<file path="src/hdl/aas_pkg.sv">
// shared types and constants for the altitude average and setpoint block
package aas_pkg;

  localparam int OPCODE_W    = 3;
  localparam int VALUE_W     = 12;
  localparam int MEAN_W      = 12;
  localparam int PCT_W       = 10;
  localparam int SP_W        = 7;
  localparam int STEP_W      = 6;
  localparam int ADDR_W      = 3;
  localparam int DATA_W      = 32;
  localparam int QUEUE_DEPTH = 4;
  // (d * 100) / 1000 is the same as d / 10
  localparam int PCT_DIVISOR = 10;

  localparam logic [STEP_W-1:0] STEP_RESET = STEP_W'(10);
  localparam logic [SP_W-1:0]   MAX_RESET  = SP_W'(100);

  // register select, taken from paddr bit 2
  localparam logic REG_SETPOINT_STEP = 1'b0;
  localparam logic REG_SETPOINT_MAX  = 1'b1;

  typedef enum logic [OPCODE_W-1:0] {
    OP_SAMPLE       = 3'd0,
    OP_RAISE        = 3'd1,
    OP_LOWER        = 3'd2,
    OP_CAPTURE_REF  = 3'd3,
    OP_LOAD_REF     = 3'd4,
    OP_LOAD_SETPT   = 3'd5
  } op_t;

  typedef enum logic [1:0] {
    REF_KEEP,
    REF_CAPTURE,
    REF_LOAD
  } ref_op_t;

  typedef struct packed {
    logic [STEP_W-1:0] step;
    logic [SP_W-1:0]   max;
  } cfg_t;

  typedef struct packed {
    ref_op_t            ref_op;
    logic [VALUE_W-1:0] value;
    logic [SP_W-1:0]    setpoint;
  } item_ctl_t;

  typedef struct packed {
    logic full;
    logic empty;
  } q_stat_t;

endpackage

</file>
<file path="src/hdl/altitude_average_and_setpoint.sv">
// altitude window average and setpoint: one result per request
// throughput one request per cycle while no stall holds it, set by the fully pipelined back part
// results move unless out_stall is high with out_valid; while held, the four-entry queue takes up to four requests
// rst is synchronous: ring, sum, slot, reference and setpoint go to zero
// setpoint_step resets to 10 and setpoint_max to 100
module altitude_average_and_setpoint #(
  parameter int WINDOW_LEN  = 10,
  parameter int SAMPLE_BITS = 12
) (
  input  logic                             clk,
  input  logic                             rst,
  input  logic                             in_valid,
  output logic                             in_stall,
  input  logic [aas_pkg::OPCODE_W-1:0]     opcode,
  input  logic [aas_pkg::VALUE_W-1:0]      value,
  output logic                             out_valid,
  input  logic                             out_stall,
  output logic [aas_pkg::MEAN_W-1:0]       mean_level,
  output logic signed [aas_pkg::PCT_W-1:0] altitude_percent,
  output logic [aas_pkg::SP_W-1:0]         setpoint,
  output logic signed [aas_pkg::PCT_W-1:0] altitude_error,
  input  logic                             psel,
  input  logic                             penable,
  input  logic                             pwrite,
  input  logic [aas_pkg::ADDR_W-1:0]       paddr,
  input  logic [aas_pkg::DATA_W-1:0]       pwdata,
  output logic [aas_pkg::DATA_W-1:0]       prdata,
  output logic                             pready
);
  import aas_pkg::*;

  // running sum also has to hold the rounding offset of half a window
  localparam int SUM_W = $clog2(WINDOW_LEN * ((1 << SAMPLE_BITS) - 1) + WINDOW_LEN / 2 + 1);
  localparam int QDW   = $bits(item_ctl_t) + SUM_W;

  // configuration registers
  cfg_t cfg;
  logic cfg_wr;

  // front to queue
  logic             push;
  item_ctl_t        push_ctl;
  logic [SUM_W-1:0] push_sum;

  // queue to back
  logic [QDW-1:0]   q_rdata;
  item_ctl_t        q_ctl;
  logic [SUM_W-1:0] q_sum;
  q_stat_t          qs;
  logic             q_pop;

  assign pready = 1'b1;
  assign cfg_wr = psel && penable && pwrite && pready;

  // decode on the word select bit only
  always_ff @(posedge clk) begin
    if (rst) begin
      cfg.step <= STEP_RESET;
      cfg.max  <= MAX_RESET;
    end else if (cfg_wr) begin
      case (paddr[2])
        REG_SETPOINT_STEP: cfg.step <= pwdata[STEP_W-1:0];
        REG_SETPOINT_MAX:  cfg.max  <= pwdata[SP_W-1:0];
        default: begin
        end
      endcase
    end
  end

  always_comb begin
    case (paddr[2])
      REG_SETPOINT_STEP: prdata = DATA_W'(cfg.step);
      REG_SETPOINT_MAX:  prdata = DATA_W'(cfg.max);
      default:           prdata = '0;
    endcase
  end

  // front: ring, slot, sum and setpoint update as each request is accepted, ready for the next request
  aas_front #(
    .WINDOW_LEN  (WINDOW_LEN),
    .SAMPLE_BITS (SAMPLE_BITS),
    .SUM_W       (SUM_W)
  ) u_front (
    .clk      (clk),
    .rst      (rst),
    .in_valid (in_valid),
    .in_stall (in_stall),
    .opcode   (opcode),
    .value    (value),
    .cfg      (cfg),
    .q_full   (qs.full),
    .push     (push),
    .push_ctl (push_ctl),
    .push_sum (push_sum)
  );

  aas_queue #(.DW(QDW)) u_queue (
    .clk   (clk),
    .rst   (rst),
    .push  (push),
    .wdata ({push_ctl, push_sum}),
    .pop   (q_pop),
    .rdata (q_rdata),
    .stat  (qs)
  );

  assign {q_ctl, q_sum} = q_rdata;

  // back: mean divide, reference update, percentage divide, output register
  aas_back #(
    .WINDOW_LEN  (WINDOW_LEN),
    .SAMPLE_BITS (SAMPLE_BITS),
    .SUM_W       (SUM_W)
  ) u_back (
    .clk              (clk),
    .rst              (rst),
    .q_ctl            (q_ctl),
    .q_sum            (q_sum),
    .q_empty          (qs.empty),
    .q_pop            (q_pop),
    .out_valid        (out_valid),
    .out_stall        (out_stall),
    .mean_level       (mean_level),
    .altitude_percent (altitude_percent),
    .setpoint         (setpoint),
    .altitude_error   (altitude_error)
  );

`ifndef ASSERT_OFF
  // back never pops an empty queue
  a_pop_nonempty: assert property (@(posedge clk) disable iff (rst)
    q_pop |-> !qs.empty)
    else $error("queue popped while empty");

  // an accepted request is in the queue next cycle unless one left it
  a_push_lands: assert property (@(posedge clk) disable iff (rst)
    (in_valid && !in_stall) |=> (!qs.empty || $past(q_pop)))
    else $error("accepted request missing from queue");

  a_full_empty: assert property (@(posedge clk) disable iff (rst)
    !(qs.full && qs.empty))
    else $error("queue both full and empty");
`endif

endmodule

</file>
<file path="src/hdl/aas_cdiv.sv">
// two-stage divide by a constant: reciprocal multiply, then one correction step
module aas_cdiv #(
  parameter int XW = 16,
  parameter int D  = 10
) (
  input  logic          clk,
  input  logic          en,
  input  logic [XW-1:0] x,
  output logic [XW-1:0] q
);

  localparam int MW = XW + 1;
  localparam int RW = XW + 8;
  localparam logic [MW-1:0] MUL = MW'((64'd1 << XW) / D);

  logic [XW+MW-1:0] prod;
  logic [XW-1:0]    x1;
  logic [XW-1:0]    q0;
  logic [RW-1:0]    rem;

  // floor estimate is exact or one short
  assign q0  = XW'(prod[XW+MW-1:XW]);
  assign rem = RW'(x1) - RW'(q0) * RW'(D);

  always_ff @(posedge clk) begin
    if (en) begin
      prod <= (XW+MW)'(x) * (XW+MW)'(MUL);
      x1   <= x;
      q    <= (rem >= RW'(D)) ? q0 + XW'(1) : q0;
    end
  end

endmodule

</file>
<file path="src/hdl/aas_queue.sv">
// short request queue between the front and back parts
module aas_queue #(
  parameter int DW = 32
) (
  input  logic                  clk,
  input  logic                  rst,
  input  logic                  push,
  input  logic [DW-1:0]         wdata,
  input  logic                  pop,
  output logic [DW-1:0]         rdata,
  output aas_pkg::q_stat_t      stat
);
  import aas_pkg::*;

  localparam int PW = $clog2(QUEUE_DEPTH);
  localparam int CW = $clog2(QUEUE_DEPTH + 1);

  logic [DW-1:0] mem [QUEUE_DEPTH];
  logic [PW-1:0] wr_ptr;
  logic [PW-1:0] rd_ptr;
  logic [CW-1:0] count;

  assign rdata      = mem[rd_ptr];
  assign stat.full  = (count == CW'(QUEUE_DEPTH));
  assign stat.empty = (count == '0);

  always_ff @(posedge clk) begin
    if (push) begin
      mem[wr_ptr] <= wdata;
    end
  end

  always_ff @(posedge clk) begin
    if (rst) begin
      wr_ptr <= '0;
      rd_ptr <= '0;
      count  <= '0;
    end else begin
      if (push) begin
        wr_ptr <= wr_ptr + PW'(1);
      end
      if (pop) begin
        rd_ptr <= rd_ptr + PW'(1);
      end
      case ({push, pop})
        2'b10:   count <= count + CW'(1);
        2'b01:   count <= count - CW'(1);
        default: count <= count;
      endcase
    end
  end

endmodule

</file>
<file path="src/hdl/aas_front.sv">
// front part: takes requests, updates sample ring, sum and setpoint
module aas_front #(
  parameter int WINDOW_LEN  = 10,
  parameter int SAMPLE_BITS = 12,
  parameter int SUM_W       = 16
) (
  input  logic                          clk,
  input  logic                          rst,
  input  logic                          in_valid,
  output logic                          in_stall,
  input  logic [aas_pkg::OPCODE_W-1:0]  opcode,
  input  logic [aas_pkg::VALUE_W-1:0]   value,
  input  aas_pkg::cfg_t                 cfg,
  input  logic                          q_full,
  output logic                          push,
  output aas_pkg::item_ctl_t            push_ctl,
  output logic [SUM_W-1:0]              push_sum
);
  import aas_pkg::*;

  localparam int SLW = $clog2(WINDOW_LEN);

  logic [SAMPLE_BITS-1:0] ring [WINDOW_LEN];
  logic [SLW-1:0]         slot;
  logic [SUM_W-1:0]       sum;
  logic [SP_W-1:0]        desired;

  logic [SLW-1:0]         slot_next;
  logic [SUM_W-1:0]       sum_next;
  logic [SP_W-1:0]        desired_next;
  logic [SAMPLE_BITS-1:0] sample;
  logic [SP_W:0]          raised;
  ref_op_t                ref_op;
  logic                   is_sample;

  assign in_stall = q_full;
  assign push     = in_valid && !q_full;
  assign sample   = SAMPLE_BITS'(value);
  assign raised   = {1'b0, desired} + (SP_W+1)'(cfg.step);

  always_comb begin
    slot_next    = slot;
    sum_next     = sum;
    desired_next = desired;
    ref_op       = REF_KEEP;
    is_sample    = 1'b0;
    case (op_t'(opcode))
      OP_SAMPLE: begin
        is_sample = 1'b1;
        sum_next  = sum - SUM_W'(ring[slot]) + SUM_W'(sample);
        slot_next = (slot == SLW'(WINDOW_LEN - 1)) ? '0 : slot + SLW'(1);
      end
      OP_RAISE: begin
        desired_next = (raised > {1'b0, cfg.max}) ? cfg.max : raised[SP_W-1:0];
      end
      OP_LOWER: begin
        desired_next = (desired < SP_W'(cfg.step)) ? '0 : desired - SP_W'(cfg.step);
      end
      OP_CAPTURE_REF: begin
        ref_op = REF_CAPTURE;
      end
      OP_LOAD_REF: begin
        ref_op = REF_LOAD;
      end
      OP_LOAD_SETPT: begin
        desired_next = (value > VALUE_W'(cfg.max)) ? cfg.max : value[SP_W-1:0];
      end
      default: begin
      end
    endcase
  end

  assign push_ctl.ref_op   = ref_op;
  assign push_ctl.value    = value;
  assign push_ctl.setpoint = desired_next;
  assign push_sum          = sum_next;

  always_ff @(posedge clk) begin
    if (rst) begin
      for (int i = 0; i < WINDOW_LEN; i++) begin
        ring[i] <= '0;
      end
      slot    <= '0;
      sum     <= '0;
      desired <= '0;
    end else if (push) begin
      if (is_sample) begin
        ring[slot] <= sample;
      end
      slot    <= slot_next;
      sum     <= sum_next;
      desired <= desired_next;
    end
  end

endmodule

</file>
<file path="src/hdl/aas_back.sv">
// back part: mean, reference, percentage and error pipeline
module aas_back #(
  parameter int WINDOW_LEN  = 10,
  parameter int SAMPLE_BITS = 12,
  parameter int SUM_W       = 16
) (
  input  logic                             clk,
  input  logic                             rst,
  input  aas_pkg::item_ctl_t               q_ctl,
  input  logic [SUM_W-1:0]                 q_sum,
  input  logic                             q_empty,
  output logic                             q_pop,
  output logic                             out_valid,
  input  logic                             out_stall,
  output logic [aas_pkg::MEAN_W-1:0]       mean_level,
  output logic signed [aas_pkg::PCT_W-1:0] altitude_percent,
  output logic [aas_pkg::SP_W-1:0]         setpoint,
  output logic signed [aas_pkg::PCT_W-1:0] altitude_error
);
  import aas_pkg::*;

  localparam int SB = SAMPLE_BITS;
  localparam int PW = SB + 1;
  localparam int EW = PW + 1;

  logic adv;

  // stage a/b: mean divider
  logic             va, vb;
  item_ctl_t        a_ctl, b_ctl;
  logic [SUM_W-1:0] mean_q;
  logic [SB-1:0]    b_mean;

  // stage c/d/e: percentage divider
  logic             vc, vd, ve;
  logic [SB-1:0]    c_abs;
  logic             c_neg, d_neg, e_neg;
  logic [SP_W-1:0]  c_sp, d_sp, e_sp;
  logic [SB-1:0]    c_mean, d_mean, e_mean;
  logic [SB-1:0]    pct_q;

  logic [SB-1:0]        reference;
  logic [SB-1:0]        ref_next;
  logic signed [SB:0]   diff;
  logic signed [PW-1:0] pct;
  logic signed [EW-1:0] err;

  assign adv   = !(out_valid && out_stall);
  assign q_pop = adv && !q_empty;

  aas_cdiv #(.XW(SUM_W), .D(WINDOW_LEN)) u_mean_div (
    .clk (clk),
    .en  (adv),
    .x   (q_sum + SUM_W'(WINDOW_LEN / 2)),
    .q   (mean_q)
  );

  assign b_mean = SB'(mean_q);

  // capture takes the mean of this item, which a non-sample leaves unchanged
  always_comb begin
    case (b_ctl.ref_op)
      REF_CAPTURE: ref_next = b_mean;
      REF_LOAD:    ref_next = SB'(b_ctl.value);
      default:     ref_next = reference;
    endcase
  end

  assign diff = $signed({1'b0, ref_next}) - $signed({1'b0, b_mean});

  aas_cdiv #(.XW(SB), .D(PCT_DIVISOR)) u_pct_div (
    .clk (clk),
    .en  (adv),
    .x   (c_abs),
    .q   (pct_q)
  );

  assign pct = e_neg ? -$signed({1'b0, pct_q}) : $signed({1'b0, pct_q});
  assign err = $signed({{(EW-SP_W){1'b0}}, e_sp}) - EW'(pct);

  always_ff @(posedge clk) begin
    if (adv) begin
      a_ctl  <= q_ctl;
      b_ctl  <= a_ctl;
      c_abs  <= diff[SB] ? SB'(-diff) : SB'(diff);
      c_neg  <= diff[SB];
      c_sp   <= b_ctl.setpoint;
      c_mean <= b_mean;
      d_neg  <= c_neg;
      d_sp   <= c_sp;
      d_mean <= c_mean;
      e_neg  <= d_neg;
      e_sp   <= d_sp;
      e_mean <= d_mean;
      mean_level       <= MEAN_W'(e_mean);
      altitude_percent <= PCT_W'(pct);
      setpoint         <= e_sp;
      altitude_error   <= PCT_W'(err);
    end
  end

  always_ff @(posedge clk) begin
    if (rst) begin
      va        <= 1'b0;
      vb        <= 1'b0;
      vc        <= 1'b0;
      vd        <= 1'b0;
      ve        <= 1'b0;
      out_valid <= 1'b0;
      reference <= '0;
    end else if (adv) begin
      va        <= q_pop;
      vb        <= va;
      vc        <= vb;
      vd        <= vc;
      ve        <= vd;
      out_valid <= ve;
      if (vb) begin
        reference <= ref_next;
      end
    end
  end

endmodule

</file>
<file path="config.mk">
export PLATFORM = sky130hd
export DESIGN_NAME = altitude_average_and_setpoint
export DESIGN_NICKNAME = d
export VERILOG_FILES = /design/src/hdl/aas_pkg.sv /design/src/hdl/altitude_average_and_setpoint.sv /design/src/hdl/aas_cdiv.sv /design/src/hdl/aas_queue.sv /design/src/hdl/aas_front.sv /design/src/hdl/aas_back.sv
export SDC_FILE = /design/constraint.sdc
export NUM_CORES = 1
export LEC_CHECK = 0
export ABC_AREA = 1
export BUFFER_PORTS_ARGS = -buffer_cell sky130_fd_sc_hd__buf_2
export CORE_AREA = 5 5 344 278
export CTS_CLUSTER_SIZE = 28
export DETAILED_ROUTE_END_ITERATION = 6
export DIE_AREA = 0 0 349 283
export MAX_ROUTING_LAYER = met4
export PLACE_DENSITY = 0.62
export SKIP_LAST_GASP = 1
export SYNTH_ARGS = -nofsm -noshare
export SYNTH_HDL_FRONTEND = slang
export SYNTH_SLANG_ARGS = --single-unit
</file>
<file path="constraint.sdc">
create_clock -name clk -period 7.8 [get_ports clk]
set_input_delay 0.39 -clock clk [delete_from_list [all_inputs] [get_ports clk]]
set_output_delay 0.39 -clock clk [all_outputs]
set_load 0.005 [all_outputs]
</file>
==> results of run 1 <==
stage by stage:
step / instance area, um2 / util / worst slack, ns / cells
after floorplan: 36500 / - / 0.116 / 3644
after global placement: 38100 / 0.413 / 0.947 / 4846
after detailed placement: 38100 / 0.413 / 0.895 / 4846
after CTS: 40200 / 0.436 / 0.864 / 4972
after global routing: 40200 / 0.437 / 0.214 / 4978
final: 40200 / 0.437 / 0.918 / 4978
sequential cells by signal, summed over array words and instances, names as in the netlist, 13 cells and up, named ones only:
name,count
u_back.a_ctl,21
u_queue.mem,148
u_back.u_mean_div.prod,13
u_front.ring,192
u_back.u_mean_div.x1,15
cfg,13
u_back.b_ctl,21
u_front.sum,16
cells by family (layout without fill, tap and decap cells):
| group | after synthesis | in the layout | synth area share |
|---|---|---|---|
| AND/OR/NAND/NOR | 1148 | 1148 | 0.132 |
| other | 2 | 32 | 0.000206 |
| XOR/XNOR | 130 | 130 | 0.0313 |
| multiplexers | 48 | 48 | 0.0132 |
| buffers and inverters | 664 | 768 | 0.0721 |
| adder cells (fa/ha/maj) | 390 | 390 | 0.154 |
| flip-flops | 634 | 634 | 0.503 |
| AO/OA/AOI/OAI | 604 | 604 | 0.0934 |
layout by cell type (no fill, tap or decap), types with 29 or more instances in the layout:
| cell | instances |
|---|---|
| sky130_fd_sc_hd__nand2_1 | 535 |
| sky130_fd_sc_hd__xor2_1 | 87 |
| sky130_fd_sc_hd__ha_1 | 294 |
| sky130_fd_sc_hd__nand4_1 | 60 |
| sky130_fd_sc_hd__inv_1 | 531 |
| sky130_fd_sc_hd__fa_1 | 96 |
| sky130_fd_sc_hd__edfxtp_1 | 563 |
| sky130_fd_sc_hd__mux2i_1 | 48 |
| sky130_fd_sc_hd__o211ai_1 | 56 |
| sky130_fd_sc_hd__xnor2_1 | 43 |
| sky130_fd_sc_hd__o21ai_0 | 238 |
| sky130_fd_sc_hd__dfxtp_1 | 69 |
| sky130_fd_sc_hd__a21oi_1 | 212 |
| sky130_fd_sc_hd__clkbuf_16 | 66 |
| sky130_fd_sc_hd__buf_2 | 77 |
| sky130_fd_sc_hd__o22ai_1 | 29 |
| sky130_fd_sc_hd__nor2_1 | 343 |
| sky130_fd_sc_hd__nand3_1 | 147 |
synthesized netlist by cell type (26+ instances only):
master and instances:
sky130_fd_sc_hd__a21oi_1 214, sky130_fd_sc_hd__buf_4 26, sky130_fd_sc_hd__clkbuf_1 64, sky130_fd_sc_hd__dfxtp_1 71, sky130_fd_sc_hd__edfxtp_1 563, sky130_fd_sc_hd__fa_1 96
sky130_fd_sc_hd__ha_1 294, sky130_fd_sc_hd__inv_1 533, sky130_fd_sc_hd__mux2i_1 48, sky130_fd_sc_hd__nand2_1 536, sky130_fd_sc_hd__nand3_1 147, sky130_fd_sc_hd__nand4_1 60
sky130_fd_sc_hd__nor2_1 347, sky130_fd_sc_hd__o211ai_1 56, sky130_fd_sc_hd__o21ai_0 238, sky130_fd_sc_hd__o22ai_1 29, sky130_fd_sc_hd__xnor2_1 43, sky130_fd_sc_hd__xor2_1 87
area by class of cell:
class                           instances  area (um2)
Multi-Input combinational cell       2346       15600
Timing Repair Buffer                  105         608
Sequential cell                       634       18300
Antenna cell                            6        15.0
Fill cell                            8816       51900
Clock buffer                           94        1820
Tap cell                             1224        1530
Inverter                              542        2030
Clock inverter                         27         268
per-layer routing:
metal | global-route usage | wire [um] | vias up | part of all wire
li1 | - | - | 12419 | -
met1 | 0.247 | 40100 | 11681 | 0.48
met2 | 0.252 | 36100 | 552 | 0.44
met3 | 0.0324 | 4790 | 128 | 0.058
met4 | 0.0400 | 1730 | 0 | 0.021
met5 | - | 0 | - | 0
worst min-delay path, stage by stage:
cell and delay, ns:
sky130_fd_sc_hd__buf_2 0.09, sky130_fd_sc_hd__a21oi_1 0.06, sky130_fd_sc_hd__o21ai_0 0.06
final timing paths:
path | endpoint | slack, ns | depth (start not counted)
setup / recovery | u_back.u_mean_div.prod[26]$_DFFE_PN_ | 0.92 | 25
hold / removal | cfg[10]$_SDFFE_PP1P_ | 0.04 | 3
setup reg to reg | u_back.u_mean_div.prod[26]$_DFFE_PN_ | 0.92 | 25
hold reg to reg | u_back.c_sp[5]$_DFFE_PN_ | 0.41 | 0
==> metrics.json, run 1 <==
{
  "cp_top_family": {"value": "adder cells"},
  "drt-total-wl": {"value": 82800, "unit": "um"},
  "cpPeakStageDelay": {"value": 0.67, "unit": "ns"},
  "coreArea": {"value": 92100, "unit": "um2"},
  "fp.dieArea": {"value": 98800, "unit": "um2"},
  "proportion_of_synthesized_flip_flops_having_asynchronous_set_or_reset": {"value": 0},
  "synth.avg_cell_area": {"value": 10.1, "unit": "um2"},
  "vias": {"value": 24780},
  "totalNegativeSetupSlack": {"value": 0, "unit": "ns"},
  "detailedRoute.firstIterationViolations": {"value": 1931},
  "cts_hold_buf": {"value": 5},
  "maxClockFrequency": {"value": 145, "unit": "MHz"},
  "worst_case_clock_buffer_depth": {"value": 3},
  "final_period_minus_worst_setup_slack": {"value": 6.88, "unit": "ns"},
  "synth_cell_type_count": {"value": 55},
  "hold_path.class": {"value": "in -> reg"},
  "yosysWarningCount": {"value": 0},
  "hp-start": {"value": "pwdata[3]"},
  "initial_core_util": {"value": 0.395},
  "flow.area_growth_from_synthesis": {"value": 10.4, "unit": "%"},
  "numPortBuffers": {"value": 77},
  "synth_top_cells_by_area": {"value": "sky130_fd_sc_hd__edfxtp_1 (46%), sky130_fd_sc_hd__ha_1 (10%), sky130_fd_sc_hd__nand2_1 (5.5%), sky130_fd_sc_hd__inv_1 (5.5%), sky130_fd_sc_hd__fa_1 (5.3%)"},
  "synth.yosys.seq_area_share": {"value": 0.503},
  "critPathMaxFanout": {"value": 28},
  "fin_hold_ws": {"value": 0.0421, "unit": "ns"},
  "dieHeight": {"value": 283, "unit": "um"},
  "post_cts_resized": {"value": 0},
  "synth-edff-count": {"value": 563},
  "timing.setup.critical_path_class": {"value": "reg -> reg"},
  "place.gp.congestion": {"value": 0.871},
  "cts-root-buf": {"value": "sky130_fd_sc_hd__clkbuf_16"},
  "timing_max_transition_violations_final": {"value": 0},
  "rows": {"value": 100},
  "tritoncts": {"value": "done"},
  "timing.critical_path.arrival": {"value": 7.22, "unit": "ns"},
  "final_worst_path_cycle_share": {"value": 0.882},
  "ys_dominant_reg_cell": {"value": "sky130_fd_sc_hd__edfxtp_1"},
  "tritoncts.num_buffers": {"value": 66},
  "grt_first_pass_wirelength": {"value": 133000, "unit": "um"},
  "grt_util_all_layers": {"value": 0.172},
  "final_net_count": {"value": 4142},
  "grt_remaining_overflow": {"value": 0},
  "place.detailed.hpwl": {"value": 59600, "unit": "um"},
  "critPathCaptureType": {"value": "flip-flop"},
  "io_pins": {"value": 131},
  "outcome": {"value": "finished, final reports clean"},
  "clkSlewWorstSetupHoldPaths": {"value": 0.06, "unit": "ns"},
  "timing.clock.skew": {"value": 0.0292, "unit": "ns"},
  "post_synth_inst_count": {"value": 3620},
  "cp_num_buf_inv": {"value": 5},
  "pin_count_of_the_biggest_net_entering_global_routing": {"value": 81},
  "transition_time_at_the_pin_with_the_least_slew_margin": {"value": 1.01, "unit": "ns"},
  "worst_ep_required_time": {"value": 8.14, "unit": "ns"},
  "startpoint_type": {"value": "flip-flop"},
  "number_of_global_route_vias_before_repair": {"value": 24069},
  "cts_h_tree_depth": {"value": 3},
  "slowest_stage_cell_cp": {"value": "sky130_fd_sc_hd__xnor2_1"},
  "post-synth-top-area-cell": {"value": "sky130_fd_sc_hd__edfxtp_1"},
  "post-synth-top-area-fraction": {"value": 0.464},
  "syn_area": {"value": 36400, "unit": "um2"},
  "drt_drc_violations_left": {"value": 0},
  "antenna_left": {"value": 0},
  "insertion_delay_of_the_later_clocked_pin_in_the_worst_skew_pair": {"value": 0.62, "unit": "ns"},
  "first_pass_detailed_route_iteration_total": {"value": 5},
  "final-hold-violation-count": {"value": 0},
  "finalSetupViolations": {"value": 0},
  "ys_seq_elements": {"value": 634},
  "post_cts.repair.setup_buffers": {"value": 0},
  "drv_cap": {"value": 0},
  "final_layout_size_suffix_gt1_frac": {"value": 0.0627},
  "die_w": {"value": 349, "unit": "um"},
  "routed_wire_length_per_instance": {"value": 16.6, "unit": "um"},
  "antenna_found_initial": {"value": 8},
  "grt_setup_unrepaired": {"value": "no"},
  "avgViaCountPerCell": {"value": 4.98},
  "maxSlewHeadroom": {"value": 0.323},
  "sink_count": {"value": 634}
}
Power of run 1 is not shown: default switching activity piles up to over one toggle a cycle in this logic, so the estimate is an artifact.
==> run 2, diff against run 1 <==
CORE_AREA = 5 5 325 263   (was 5 5 344 278)
DIE_AREA = 0 0 330 268   (was 0 0 349 283)
PLACE_DENSITY = 0.66   (was 0.62)
clock period = 8.19 ns   (was 7.8 ns; I/O delays follow)
==> metrics.json, run 2 (synthesized netlist as in run 1, its figures left out) <==
{
  "routed_wire_length_per_instance": {"value": 16.6, "unit": "um", "change": "about the same"},
  "grt_util_all_layers": {"value": 0.186, "change": "+0.0144"},
  "largest_reg_flops": {"value": 192, "change": "unchanged"},
  "flow.area_growth_from_synthesis": {"value": 10.3, "unit": "%"},
  "largest_registers": {"value": "u_front.ring (192), u_queue.mem (148)"},
  "antenna_found_initial": {"value": 6, "change": "-2"},
  "drt-total-wl": {"value": 80800, "unit": "um", "change": "-2.4%"},
  "clkSlewWorstSetupHoldPaths": {"value": 0.06, "unit": "ns", "change": "about the same"},
  "antenna_left": {"value": 0, "change": "unchanged"},
  "cts-root-buf": {"value": "sky130_fd_sc_hd__clkbuf_16"},
  "final_critical_path_setup_slack": {"value": 1.32, "unit": "ns", "change": "+0.399 ns"},
  "critPathMaxFanout": {"value": 32, "change": "+14%"},
  "startpoint_type": {"value": "flip-flop"},
  "cts_h_tree_depth": {"value": 3, "change": "unchanged"},
  "cp_top_family": {"value": "adder cells"},
  "largest-register": {"value": "u_front.ring"},
  "totalNegativeSetupSlack": {"value": 0, "unit": "ns", "change": "unchanged"},
  "hold_path.class": {"value": "in -> reg"},
  "timing.setup.critical_path_class": {"value": "reg -> reg"},
  "coreArea": {"value": 81700, "unit": "um2", "change": "-11%"},
  "initial_core_util": {"value": 0.445, "change": "+0.0500"},
  "final_layout_size_suffix_gt1_frac": {"value": 0.0638, "change": "+0.00108"},
  "critPathCaptureType": {"value": "flip-flop"},
  "final_period_minus_worst_setup_slack": {"value": 6.87, "unit": "ns", "change": "-0.00852 ns"},
  "layout.cells.most_common": {"value": "sky130_fd_sc_hd__edfxtp_1"},
  "rows": {"value": 94, "change": "-6.0%"},
  "place.detailed.hpwl": {"value": 57500, "unit": "um", "change": "-3.5%"},
  "cpPeakStageDelay": {"value": 0.74, "unit": "ns", "change": "+0.07 ns"},
  "cp_num_buf_inv": {"value": 5, "change": "unchanged"},
  "transition_time_at_the_pin_with_the_least_slew_margin": {"value": 1.04, "unit": "ns", "change": "+0.0282 ns"},
  "insertion_delay_of_the_later_clocked_pin_in_the_worst_skew_pair": {"value": 0.61, "unit": "ns", "change": "about the same"},
  "fill_cells": {"value": 7440, "change": "-16%"},
  "worst_case_clock_buffer_depth": {"value": 3, "change": "unchanged"},
  "fp.dieArea": {"value": 88400, "unit": "um2", "change": "-10%"},
  "place.gp.congestion": {"value": 0.892, "change": "+2.4%"},
  "highest_layer_used_for_signal_routing": {"value": "met4"},
  "final-hold-violation-count": {"value": 0, "change": "unchanged"},
  "post-place-ws": {"value": 1.27, "unit": "ns", "change": "+0.371 ns"},
  "final_net_count": {"value": 4140, "change": "-0.048%"},
  "numPortBuffers": {"value": 77, "change": "unchanged"},
  "grt_remaining_overflow": {"value": 0, "change": "unchanged"},
  "final_worst_path_cycle_share": {"value": 0.839, "change": "-0.0431"},
  "timing_max_transition_violations_final": {"value": 0, "change": "unchanged"},
  "pin_count_of_the_biggest_net_entering_global_routing": {"value": 88, "change": "+8.6%"},
  "die_w": {"value": 330, "unit": "um", "change": "-5.4%"},
  "grt_first_pass_wirelength": {"value": 127000, "unit": "um", "change": "-4.0%"},
  "grt_setup_unrepaired": {"value": "no"},
  "slowest_stage_cell_cp": {"value": "sky130_fd_sc_hd__xnor2_1"},
  "maxSlewHeadroom": {"value": 0.305, "change": "-0.0189"},
  "drt_drc_violations_left": {"value": 0, "change": "unchanged"},
  "outcome": {"value": "finished, final reports clean"},
  "tritoncts": {"value": "done"},
  "wirelength_met1": {"value": 38100, "unit": "um", "change": "-5.1%"},
  "drv_cap": {"value": 0, "change": "unchanged"},
  "avgViaCountPerCell": {"value": 5.14, "change": "+3.3%"},
  "timing.clock.skew": {"value": 0.0269, "unit": "ns", "change": "-0.00231 ns"},
  "timing.critical_path.arrival": {"value": 7.23, "unit": "ns", "change": "about the same"},
  "worst_ep_required_time": {"value": 8.55, "unit": "ns", "change": "+0.41 ns"},
  "detailedRoute.firstIterationViolations": {"value": 2010, "change": "+4.1%"},
  "maxClockFrequency": {"value": 145, "unit": "MHz", "change": "+0.12%"},
  "sink_count": {"value": 634, "change": "unchanged"},
  "finalSetupViolations": {"value": 0, "change": "unchanged"},
  "dieHeight": {"value": 268, "unit": "um", "change": "-5.3%"},
  "dr_wl_met2": {"value": 35900, "unit": "um", "change": "-0.73%"},
  "tritoncts.num_buffers": {"value": 67, "change": "+1.5%"},
  "first_pass_detailed_route_iteration_total": {"value": 5, "change": "unchanged"},
  "layout_common_cells": {"value": "sky130_fd_sc_hd__edfxtp_1 (563), sky130_fd_sc_hd__nand2_1 (535), sky130_fd_sc_hd__inv_1 (531)"},
  "length_of_routed_met3_wiring": {"value": 5020, "unit": "um", "change": "+4.9%"},
  "post_cts_resized": {"value": 0, "change": "unchanged"},
  "number_of_global_route_vias_before_repair": {"value": 23591, "change": "-2.0%"},
  "io_pins": {"value": 131, "change": "unchanged"},
  "vias": {"value": 24979, "change": "+0.80%"}
}
-- run 2: cell types whose count changed in the layout (fill, tap and decap cells not counted), moves of 3 or more --
cell / previous run / this run
sky130_fd_sc_hd__clkbuf_1: 22 / 11
sky130_fd_sc_hd__clkinv_1: 5 / 14
sky130_fd_sc_hd__clkbuf_16: 66 / 70
sky130_fd_sc_hd__clkbuf_8: 6 / 2
sky130_fd_sc_hd__dlygate4sd3_1: 5 / 2
-- run 2: timing repair --
item / 4_1_cts / 5_1_grt
hold buffers: 2 / 0
endpoints found under the hold margin: 2 / 0
buffers inserted: 0 / 0
-- run 2: path summary, 6_finish.rpt --
kind / startpoint / to / slack, ns / depth (start not counted)
worst min-delay path: pwdata[2] / cfg[2]$_SDFFE_PP1P_ / 0.04 / 3
worst min register to register: u_back.a_ctl[8]$_DFFE_PN_ / u_back.b_ctl[8]$_DFFE_PN_ / 0.41 / 0
worst max-delay path: flip-flop / u_back.u_mean_div.prod[26]$_DFFE_PN_ / 1.32 / 25
worst max register to register: flip-flop / u_back.u_mean_div.prod[26]$_DFFE_PN_ / 1.32 / 25
-- run 2: per-layer routing --
layer / track usage / up-vias
li1: - / 12426
met1: 0.262 / 11815
met2: 0.280 / 608
met3: 0.0346 / 130
met4: 0.0486 / 0
met5: - / -
-- run 2: final cells by class --
| class | instances | area, um2 | share of cell area |
|---|---|---|---|
| flip-flops and latches | 634 | 18300 | 0.456 |
| multi-input cells | 2346 | 15600 | 0.388 |
| repair buffers | 102 | 603 | 0.0150 |
| inverters | 542 | 2030 | 0.0507 |
| diodes | 5 | 12.5 | 0.000312 |
| clock buffers | 83 | 1820 | 0.0453 |
| well taps | 1104 | 1380 | 0.0344 |
| clock inverters | 40 | 375 | 0.00935 |
-- run 2: tightest hold or removal path, stage by stage --
cell	delay (ns)
sky130_fd_sc_hd__buf_2	0.09
sky130_fd_sc_hd__a21oi_1	0.05
sky130_fd_sc_hd__o21ai_0	0.06
-- run 2: through the flow --
step                hold WS (ns)  instance area (um2)  utilization  std cells
floorplan                  0.400                36500            -       3644
global placement           0.400                37900        0.464       4726
detailed placement         0.405                37900        0.464       4726
CTS                     0.000771                40100        0.491       4851
global route              0.0241                40200        0.491       4855
finish                    0.0384                40200        0.491       4856
Power of run 2 is left out for the same reason.
